`config.mk`:
```
export PLATFORM = sky130hd
export DESIGN_NAME = msort_ctrl
export DESIGN_NICKNAME = d
export VERILOG_FILES = /design/src/sv/msort_pkg.sv /design/src/sv/msort_ctrl.sv
export SDC_FILE = /design/constraint.sdc
export NUM_CORES = 1
export LEC_CHECK = 0
export BUFFER_PORTS_ARGS = -buffer_cell sky130_fd_sc_hd__buf_4
export CORE_AREA = 2 2 39 41
export DETAILED_ROUTE_END_ITERATION = 10
export DIE_AREA = 0 0 41 43
export PLACE_DENSITY = 0.77
export SYNTH_ARGS = -nofsm -noshare
export SYNTH_HDL_FRONTEND = slang
export SYNTH_SLANG_ARGS = --single-unit
```
`constraint.sdc`:
```
create_clock -name clock -period 5.22 [get_ports clock]
set_input_delay 1.044 -clock clock [delete_from_list [all_inputs] [get_ports clock]]
set_output_delay 1.044 -clock clock [all_outputs]
set_load 0.02 [all_outputs]
```
`src/sv/msort_pkg.sv`:
```
// Shared types and constants for the merge sorter.
`timescale 1ns / 1ps

package msort_pkg;

   localparam int MAX_ITEMS_DEF = 64;
   localparam int DATA_W        = 32;

   typedef struct packed {
      logic signed [DATA_W-1:0] value;
      logic                     final_item;
   } req_beat_type;

   typedef struct packed {
      logic signed [DATA_W-1:0] sorted_value;
      logic                     final_result;
      logic                     overflowed;
   } rsp_beat_type;

   // Commands from the controller to the datapath.
   typedef struct packed {
      logic load;
      logic prime;
      logic merge;
      logic next_pair;
      logic emit_start;
      logic emit_read;
      logic emit_load;
      logic clear;
   } cmd_type;

   // Status from the datapath to the controller.
   typedef struct packed {
      logic sorted;
      logic pair_last;
      logic out_final;
   } status_type;

endpackage

```
`src/sv/msort_ctrl.sv`:
```
// Controller state machine of the merge sorter.
`timescale 1ns / 1ps

module msort_ctrl (
   input  logic                  clock,
   input  logic                  reset,
   input  logic                  req_valid,
   input  logic                  req_final,
   output logic                  req_ready,
   output logic                  rsp_valid,
   input  logic                  rsp_ready,
   input  msort_pkg::status_type status,
   output msort_pkg::cmd_type    cmd
);

   typedef enum logic [7:0] {
      ST_LOAD      = 8'b0000_0001,
      ST_CHECK     = 8'b0000_0010,
      ST_PRIME     = 8'b0000_0100,
      ST_MERGE     = 8'b0000_1000,
      ST_NEXT      = 8'b0001_0000,
      ST_EMIT_RD   = 8'b0010_0000,
      ST_EMIT_LD   = 8'b0100_0000,
      ST_EMIT_WAIT = 8'b1000_0000
   } state_type;

   state_type state_ff;
   state_type state_in;

   always_comb begin
      state_in = state_ff;
      cmd      = '0;
      case (state_ff)
         ST_LOAD: begin
            if (req_valid) begin
               cmd.load = 1'b1;
               if (req_final) begin
                  state_in = ST_CHECK;
               end
            end
         end
         ST_CHECK: begin
            // The run width has reached the element count once the store is sorted.
            if (status.sorted) begin
               cmd.emit_start = 1'b1;
               state_in       = ST_EMIT_RD;
            end else begin
               state_in = ST_PRIME;
            end
         end
         ST_PRIME: begin
            cmd.prime = 1'b1;
            state_in  = ST_MERGE;
         end
         ST_MERGE: begin
            cmd.merge = 1'b1;
            if (status.pair_last) begin
               state_in = ST_NEXT;
            end
         end
         ST_NEXT: begin
            cmd.next_pair = 1'b1;
            state_in      = ST_CHECK;
         end
         ST_EMIT_RD: begin
            cmd.emit_read = 1'b1;
            state_in      = ST_EMIT_LD;
         end
         ST_EMIT_LD: begin
            cmd.emit_load = 1'b1;
            state_in      = ST_EMIT_WAIT;
         end
         ST_EMIT_WAIT: begin
            if (rsp_ready) begin
               if (status.out_final) begin
                  cmd.clear = 1'b1;
                  state_in  = ST_LOAD;
               end else begin
                  cmd.emit_read = 1'b1;
                  state_in      = ST_EMIT_LD;
               end
            end
         end
         default: begin
            state_in = ST_LOAD;
         end
      endcase
   end

   always_ff @(posedge clock) begin
      if (reset) begin
         state_ff <= ST_LOAD;
      end else begin
         state_ff <= state_in;
      end
   end

   assign req_ready = (state_ff == ST_LOAD);
   assign rsp_valid = (state_ff == ST_EMIT_WAIT);

endmodule

```
== Yosys cells after proc, flatten, opt, wreduce, memory -nomap -nowiden ==
Cells that the tools add are included.
Storage, ports and cells
  bits in registers: 8
  latch bits: 0
  bits in writable memories: 0
  bits in read-only memories: 0
  output and inout bits: 10
  memories kept: 0
Operators by class
  $add $sub $neg: 0
  $mul: 0
  div/mod/pow operators: 0
  $lt $le $gt $ge: 0
  equal/unequal tests: 12
  shift-type cells: 0
  mux-type cells: 21
  bitwise operators: 0
  reductions and logical operators: 1
Operators by type and width (count)
  8-bit one-hot mux with 8 select lines: 1
  8-bit 2-to-1 mux: 4
  1-bit 2-to-1 mux: 13
  8-bit by 1-bit == test with 1-bit output, second input constant: 1
  8-bit by 2-bit == test with 1-bit output, second input constant: 1
  8-bit by 3-bit == test with 1-bit output, second input constant: 1
  8-bit by 4-bit == test with 1-bit output, second input constant: 1
  8-bit by 5-bit == test with 1-bit output, second input constant: 1
  8-bit by 6-bit == test with 1-bit output, second input constant: 1
  8-bit by 7-bit == test with 1-bit output, second input constant: 1
  8-bit == test, second input constant: 1
  7-bit 2-to-1 mux: 1
  6-bit 2-to-1 mux: 1
  2-bit != test, second input constant: 3
  4-bit AND reduction: 1
  2-bit by 1-bit != test with 1-bit output, second input constant: 1
  1-bit one-hot mux with 2 select lines: 1

== Depth between registers and ports, before layout ==
Gate-level depths: netlist of the first run.
  depth after elaboration: 3
  depth in mapped cells: 7
  mapped depth without buffers: 6

== Worst setup path before layout of the first run ==
No wires, ideal clock.
  kind: reg2out
  start: reg state_ff[4]
  end: out cmd[2] (netlist bit)
  arrival time: 1.644 ns
  data required time: 4.176 ns
  path slack: 2.532 ns
  stages on the path, launching flop included: 7
  cell sequence: dfxtp_1 > buf_6 > nor4_4 > nand4b_4 > inv_2 > nand2_1 > o21ai_0
RTL lines
  start: declaration: RTL line msort_ctrl.sv:27  | state_type state_ff;
  start signal: assignment: RTL line msort_ctrl.sv:94  | state_ff <= state_in;
  end: declaration: RTL line msort_ctrl.sv:13  | output msort_pkg::cmd_type cmd

==> results of run 1 <==
## worst register-to-register path: stages (launching register included)
cell and delay [ns]:
sky130_fd_sc_hd__dfxtp_1 0.37, sky130_fd_sc_hd__nor4_1 0.60, sky130_fd_sc_hd__nand4_1 0.23, sky130_fd_sc_hd__o21a_1 0.18
sky130_fd_sc_hd__a21oi_1 0.14, sky130_fd_sc_hd__a211oi_1 0.06
## cell usage in the layout (no fill, tap or decap), drive strengths merged
master / count
a211oi: 2
a21oi: 1
a31oi: 2
and2: 3
and3: 2
and3b: 1
and4b: 1
buf: 17
clkbuf: 3
dfxtp: 8
inv: 3
nand2: 5
nand2b: 2
nand3b: 1
nand4: 1
nand4b: 2
nor2: 11
nor2b: 1
nor3: 3
nor3b: 2
nor4: 3
o21a: 3
o21ai: 3
o31ai: 1
or3: 2
xnor2: 2
xor2: 1
## logic make-up (layout without fill, tap and decap cells)
logic type,count (synthesis),after routing,share of synthesized area
AOI/OAI and AO/OA,12,12,0.152
xor gates and xnor gates,3,3,0.0464
buffers and inverters,6,23,0.0618
DFF,8,8,0.283
and+or+nand+nor,40,40,0.457
## worst max-delay path by stage
stage,from,end,slack [ns],depth (start not counted)
after floorplan,state_ff[4],cmd[2],2.53,6
after global placement,state_ff[4],cmd[2],2.66,6
after detailed placement,state_ff[4],cmd[2],2.67,6
after CTS,state_ff[7],cmd[3],2.38,6
after global routing,state_ff[7],cmd[3],2.23,6
final,state_ff[7],cmd[3],2.39,6
## final cells by class
class	count	area [µm²]
clock buffers	3	22.5
fillers	136	671
inverters	3	11.3
multi-input cells	55	372
flip-flops and latches	8	160
well taps	16	20.0
repair buffers	17	128
## per-layer routing
metal	wire length, µm	track usage
met5	0	0
met4	19	0.0800
met3	62	0.0471
met2	589	0.272
met1	537	0.185
## power by group through the flow
stage	registers, mW	clock network, mW	logic, mW
2_1_floorplan	0.0839	0	0.139
3_3_place_gp	0.0988	0	0.160
3_5_place_dp	0.0995	0	0.163
4_1_cts	0.0988	0.0505	0.163
5_1_grt	0.102	0.0545	0.184
6_report	0.0989	0.0486	0.162
## through the flow
step | hold WS, ns | power (mW) | setup WS (ns) | area, µm²
final | 0.656 | 0.310 | 2.39 | 713
after global routing | 0.697 | 0.340 | 2.23 | 713
after CTS | 0.652 | 0.313 | 2.38 | 713
after detailed placement | 0.643 | 0.262 | 2.67 | 691
after global placement | 0.636 | 0.259 | 2.66 | 691
after floorplan | 0.599 | 0.223 | 2.53 | 567
==> run metrics, run 1 <==
outcome finished clean; largest register by flop count state_ff; family with the most delay on the worst path simple AND/OR/NAND/NOR gates; H-tree levels 1; most common cell in the synthesized netlist sky130_fd_sc_hd__nor2_1; overall global routing resource usage 0.166; number of vias per cell after detailed routing 5.33; async set or reset register ratio after synthesis 0; Hold EP state_ff[1]; number of failing setup endpoints in the final timing report 0; post-synthesis cell type count 34; die area 1760 µm²; maximum root-to-sink buffer count 2; most area-hungry cell type in the Yosys netlist sky130_fd_sc_hd__dfxtp_1; WP buf/inv 2; CTS Sinks 8; switching share of total power 0.428; number of global-route vias before repair 481; depth of the worst register-to-register path 5; vias after detailed routing 544; layout-stage area growth over the synthesis result 25.8%; Yosys warnings 0; final hold viol count 0; final net count 96; post-detail-place hpwl 942 µm; share of the synthesized area in the top cell type 0.283; aggregate routed wire length 1.21 mm; tightest slew margin relative to the limit 0.585; critical path startpoint category register; max-slew violation count 0; final core utilization 0.515; Critical Path RT 4.18 ns; Post-Syn Instances 69; class of the worst hold path reg -> reg; number of flops mapped to enable cells by yosys 0; height of the die 43 µm; internal power of the cells 0.177 mW; CTS tree built; highest net fanout along the worst path 5; clock latency on the worst-skew pair 0.25 ns; post-synthesis average cell area 8.21 µm²; data arrival time at the worst-slack endpoint 1.79 ns; registers with the highest flip-flop counts state_ff (8); count of maximum capacitance violations 0; Clock Power Share 0.157; count of buffers added by post-CTS timing repair for setup 0; buffer cell driving the clock tree root sky130_fd_sc_hd__clkbuf_4; diodes inserted 0; leading cell types by count after synthesis sky130_fd_sc_hd__nor2_1, sky130_fd_sc_hd__dfxtp_1, sky130_fd_sc_hd__nand2_1; maximum number of pins on one net before global-route repair 10; count of state elements after synthesis 8; logic gate share of total power 0.524; # port buffers 17; number of flip-flops in the largest register 8; weighted congestion reported at the end of routability-driven placement 0.804; part of the Yosys area used for sequential elements 0.283; effective utilization at floorplan 0.410; width of the die 41 µm; worst reg2reg endpoint state_ff[4]; critical path start-end classification reg -> out; number of routed nets with antenna violations 0; clock-pin transition on the worst setup and hold timing paths 0.06 ns; count of instances resized after the clock tree is built 0; Psw 0.132 mW; setup repair after global routing missed its margin no; Setup Total Neg Slack 0 ns; standard cell with the maximum stage delay on the critical path sky130_fd_sc_hd__or3_1; fraction of power consumed by sequential logic 0.319; Lkg Pwr 0.312 nW; number of I/O pins 18; synthesized area 567 µm²; maximum cell stage delay along the critical path 0.40 ns; proportion of layout cells with a drive suffix above 1 0.314; worst setup slack for register-to-register paths 3.52 ns; predominant post-synthesis flop cell sky130_fd_sc_hd__dfxtp_1; Worst Hold Depth 2; routed length per placed instance 11.8 µm; drt pass-1 iters 4; time the final worst path needs with I/O delays and setup 2.83 ns; worst hold start state_ff[0]; area of the core region 1380 µm²; number of non-filler instances in the completed layout 102; type of destination of the critical path primary output; timing-limited maximum frequency 353 MHz; number of antenna violations at the first check in global routing 0; aggregate global routing overflow 0; initial DRC count 7; first-pass GRT wire length 1.96 mm; row count 14; maximum clock skew at final layout 0.00613 ns; TritonCTS Buffers 3; largest cells by area after synthesis sky130_fd_sc_hd__dfxtp_1, sky130_fd_sc_hd__nor2_1, sky130_fd_sc_hd__nand4b_4, sky130_fd_sc_hd__o21a_1, sky130_fd_sc_hd__nor4_4; reg2reg start state_ff[7]; largest vdd supply drop 0.174 mV; Net Count, Synth 77; final worst-path cycle share 0.543; cts-stage hold buffer count 0; power density over cell area 434 nW/µm²; Least-Margin Pin Slew 0.618 ns; list of cells traversed by the critical path or3_1 -> nor4_1 -> and3b_1 -> nand2_1 -> inv_1 -> buf_4; DRC violations left 0; number of instances in the placed design 99
Power figures use the tool's default switching activity.
==> run 2: changes to the inputs <==
--- a/config.mk
+++ b/config.mk
@@ -6,10 +6,9 @@
 export NUM_CORES = 1
 export LEC_CHECK = 0
 export BUFFER_PORTS_ARGS = -buffer_cell sky130_fd_sc_hd__buf_4
-export CORE_AREA = 2 2 39 41
+export CORE_UTILIZATION = 43
 export DETAILED_ROUTE_END_ITERATION = 10
-export DIE_AREA = 0 0 41 43
-export PLACE_DENSITY = 0.77
+export PLACE_DENSITY = 0.8
 export SYNTH_ARGS = -nofsm -noshare
 export SYNTH_HDL_FRONTEND = slang
 export SYNTH_SLANG_ARGS = --single-unit
==> constraint.sdc (replaced) <==
create_clock -name clock -period 2.5 [get_ports clock]
set_input_delay 0.5 -clock clock [delete_from_list [all_inputs] [get_ports clock]]
set_output_delay 0.5 -clock clock [all_outputs]
set_load 0.02 [all_outputs]
==> run metrics, run 2 (synthesis results as in run 1) <==
time the final worst path needs with I/O delays and setup 2.30 ns; row count 12; Critical Path RT 2.00 ns; finished layout cell area 711 µm²; die area 1470 µm²; maximum clock skew at final layout 0.00110 ns; standard cell with the maximum stage delay on the critical path sky130_fd_sc_hd__nor4_4; number of flip-flops in the largest register 8; outcome finished clean; effective utilization at floorplan 0.484; largest vdd supply drop 0.402 mV; tightest slew margin relative to the limit 0.604; Worst Hold Depth 2; diodes inserted 0; reg2reg start state_ff[7]; final net count 96; layout-stage area growth over the synthesis result 25.4%; cts-stage hold buffer count 0; first-pass GRT wire length 2.11 mm; list of cells traversed by the critical path nor4_4 -> nand4b_4 -> inv_2 -> nand2_1 -> o21ai_0 -> buf_4; WP buf/inv 2; clock-pin transition on the worst setup and hold timing paths 0.06 ns; setup repair after global routing missed its margin no; maximum number of pins on one net before global-route repair 10; clock latency on the worst-skew pair 0.26 ns; aggregate routed wire length 1.24 mm; area of the core region 1170 µm²; Total Power 0.647 mW; aggregate global routing overflow 0; drt pass-1 iters 4; final worst-path cycle share 0.921; dpl cell area 688 µm²; number of routed nets with antenna violations 0; CTS Sinks 8; number of vias per cell after detailed routing 5.47; number of failing setup endpoints in the final timing report 0; highest net fanout along the worst path 9; post-detail-place hpwl 951 µm; most common cell after layout, fill and taps aside sky130_fd_sc_hd__buf_4; number of antenna violations at the first check in global routing 0; vias after detailed routing 547; class of the worst hold path in -> reg; number of I/O pins 18; timing-limited maximum frequency 434 MHz; initial DRC count 13; number of logic stages on the critical path including buffering 6; largest register by flop count state_ff; CTS tree built; count of maximum capacitance violations 0; H-tree levels 1; TritonCTS Buffers 3; registers with the highest flip-flop counts state_ff (8); final hold viol count 0; maximum root-to-sink buffer count 2; family with the most delay on the worst path simple AND/OR/NAND/NOR gates; critical path startpoint category register; width of the die 38.3 µm; worst reg2reg endpoint state_ff[4]; count of buffers added by post-CTS timing repair for setup 0; Critical Path Source state_ff[4]; number of fill cells in the layout 107; height of the die 38.3 µm; DRC violations left 0; most used cells in the layout excluding fill and tap cells sky130_fd_sc_hd__buf_4, sky130_fd_sc_hd__nor2_1, sky130_fd_sc_hd__dfxtp_1; count of instances resized after the clock tree is built 0; max-slew violation count 0; Lkg Pwr 0.312 nW; Least-Margin Pin Slew 0.589 ns; Critical path destination cmd[2]; number of global-route vias before repair 486; type of destination of the critical path primary output; buffer cell driving the clock tree root sky130_fd_sc_hd__clkbuf_4; weighted congestion reported at the end of routability-driven placement 0.794; routed length per placed instance 12.4 µm; worst setup slack for register-to-register paths 0.82 ns; proportion of layout cells with a drive suffix above 1 0.314; depth of the worst register-to-register path 5; maximum cell stage delay along the critical path 0.45 ns; power density over cell area 911 nW/µm²; Setup Total Neg Slack 0 ns; overall global routing resource usage 0.221; worst hold-check slack 0.407 ns; data arrival time at the worst-slack endpoint 1.80 ns; critical path start-end classification reg -> out; # port buffers 17
-- run 2: metal layers --
metal,GRT usage,vias up,part of all wire
met5,0,-,0
met4,0.134,0,0.0081
met3,0.0698,2,0.048
met2,0.309,16,0.46
met1,0.291,247,0.49
li1,-,282,-
-- run 2: layout make-up --
class / instances / area (µm²) / share of cell area
well taps: 14 / 17.5 / 0.0246
inverters: 3 / 11.3 / 0.0158
flip-flops and latches: 8 / 160 / 0.225
clock buffers: 3 / 22.5 / 0.0317
repair buffers: 17 / 128 / 0.180
multi-input cells: 55 / 372 / 0.523
-- run 2: through the flow --
step	instances	setup WS, ns	utilization
detailed placement	97	0.486	0.588
floorplan	69	0.356	-
CTS	100	0.194	0.607
global placement	97	0.505	0.588
finish	100	0.198	0.607
global route	100	0.0530	0.607
-- run 2: how the worst min path moves through the flow --
stage | from | end | slack, ns
after global placement | state_ff[0] | state_ff[1] | 0.63
after global routing | status[2] | state_ff[2] | 0.40
after detailed placement | state_ff[0] | state_ff[1] | 0.65
after floorplan | reset | state_ff[3] | 0.57
final | status[2] | state_ff[2] | 0.41
after CTS | status[2] | state_ff[2] | 0.40
-- run 2: power breakdown --
part	leakage [nW]	switching (mW)	internal, mW
Combinational	0.233	0.175	0.163
Sequential	0.0652	0.0533	0.152
Clock	0.0138	0.0489	0.0553
Total	0.312	0.277	0.370
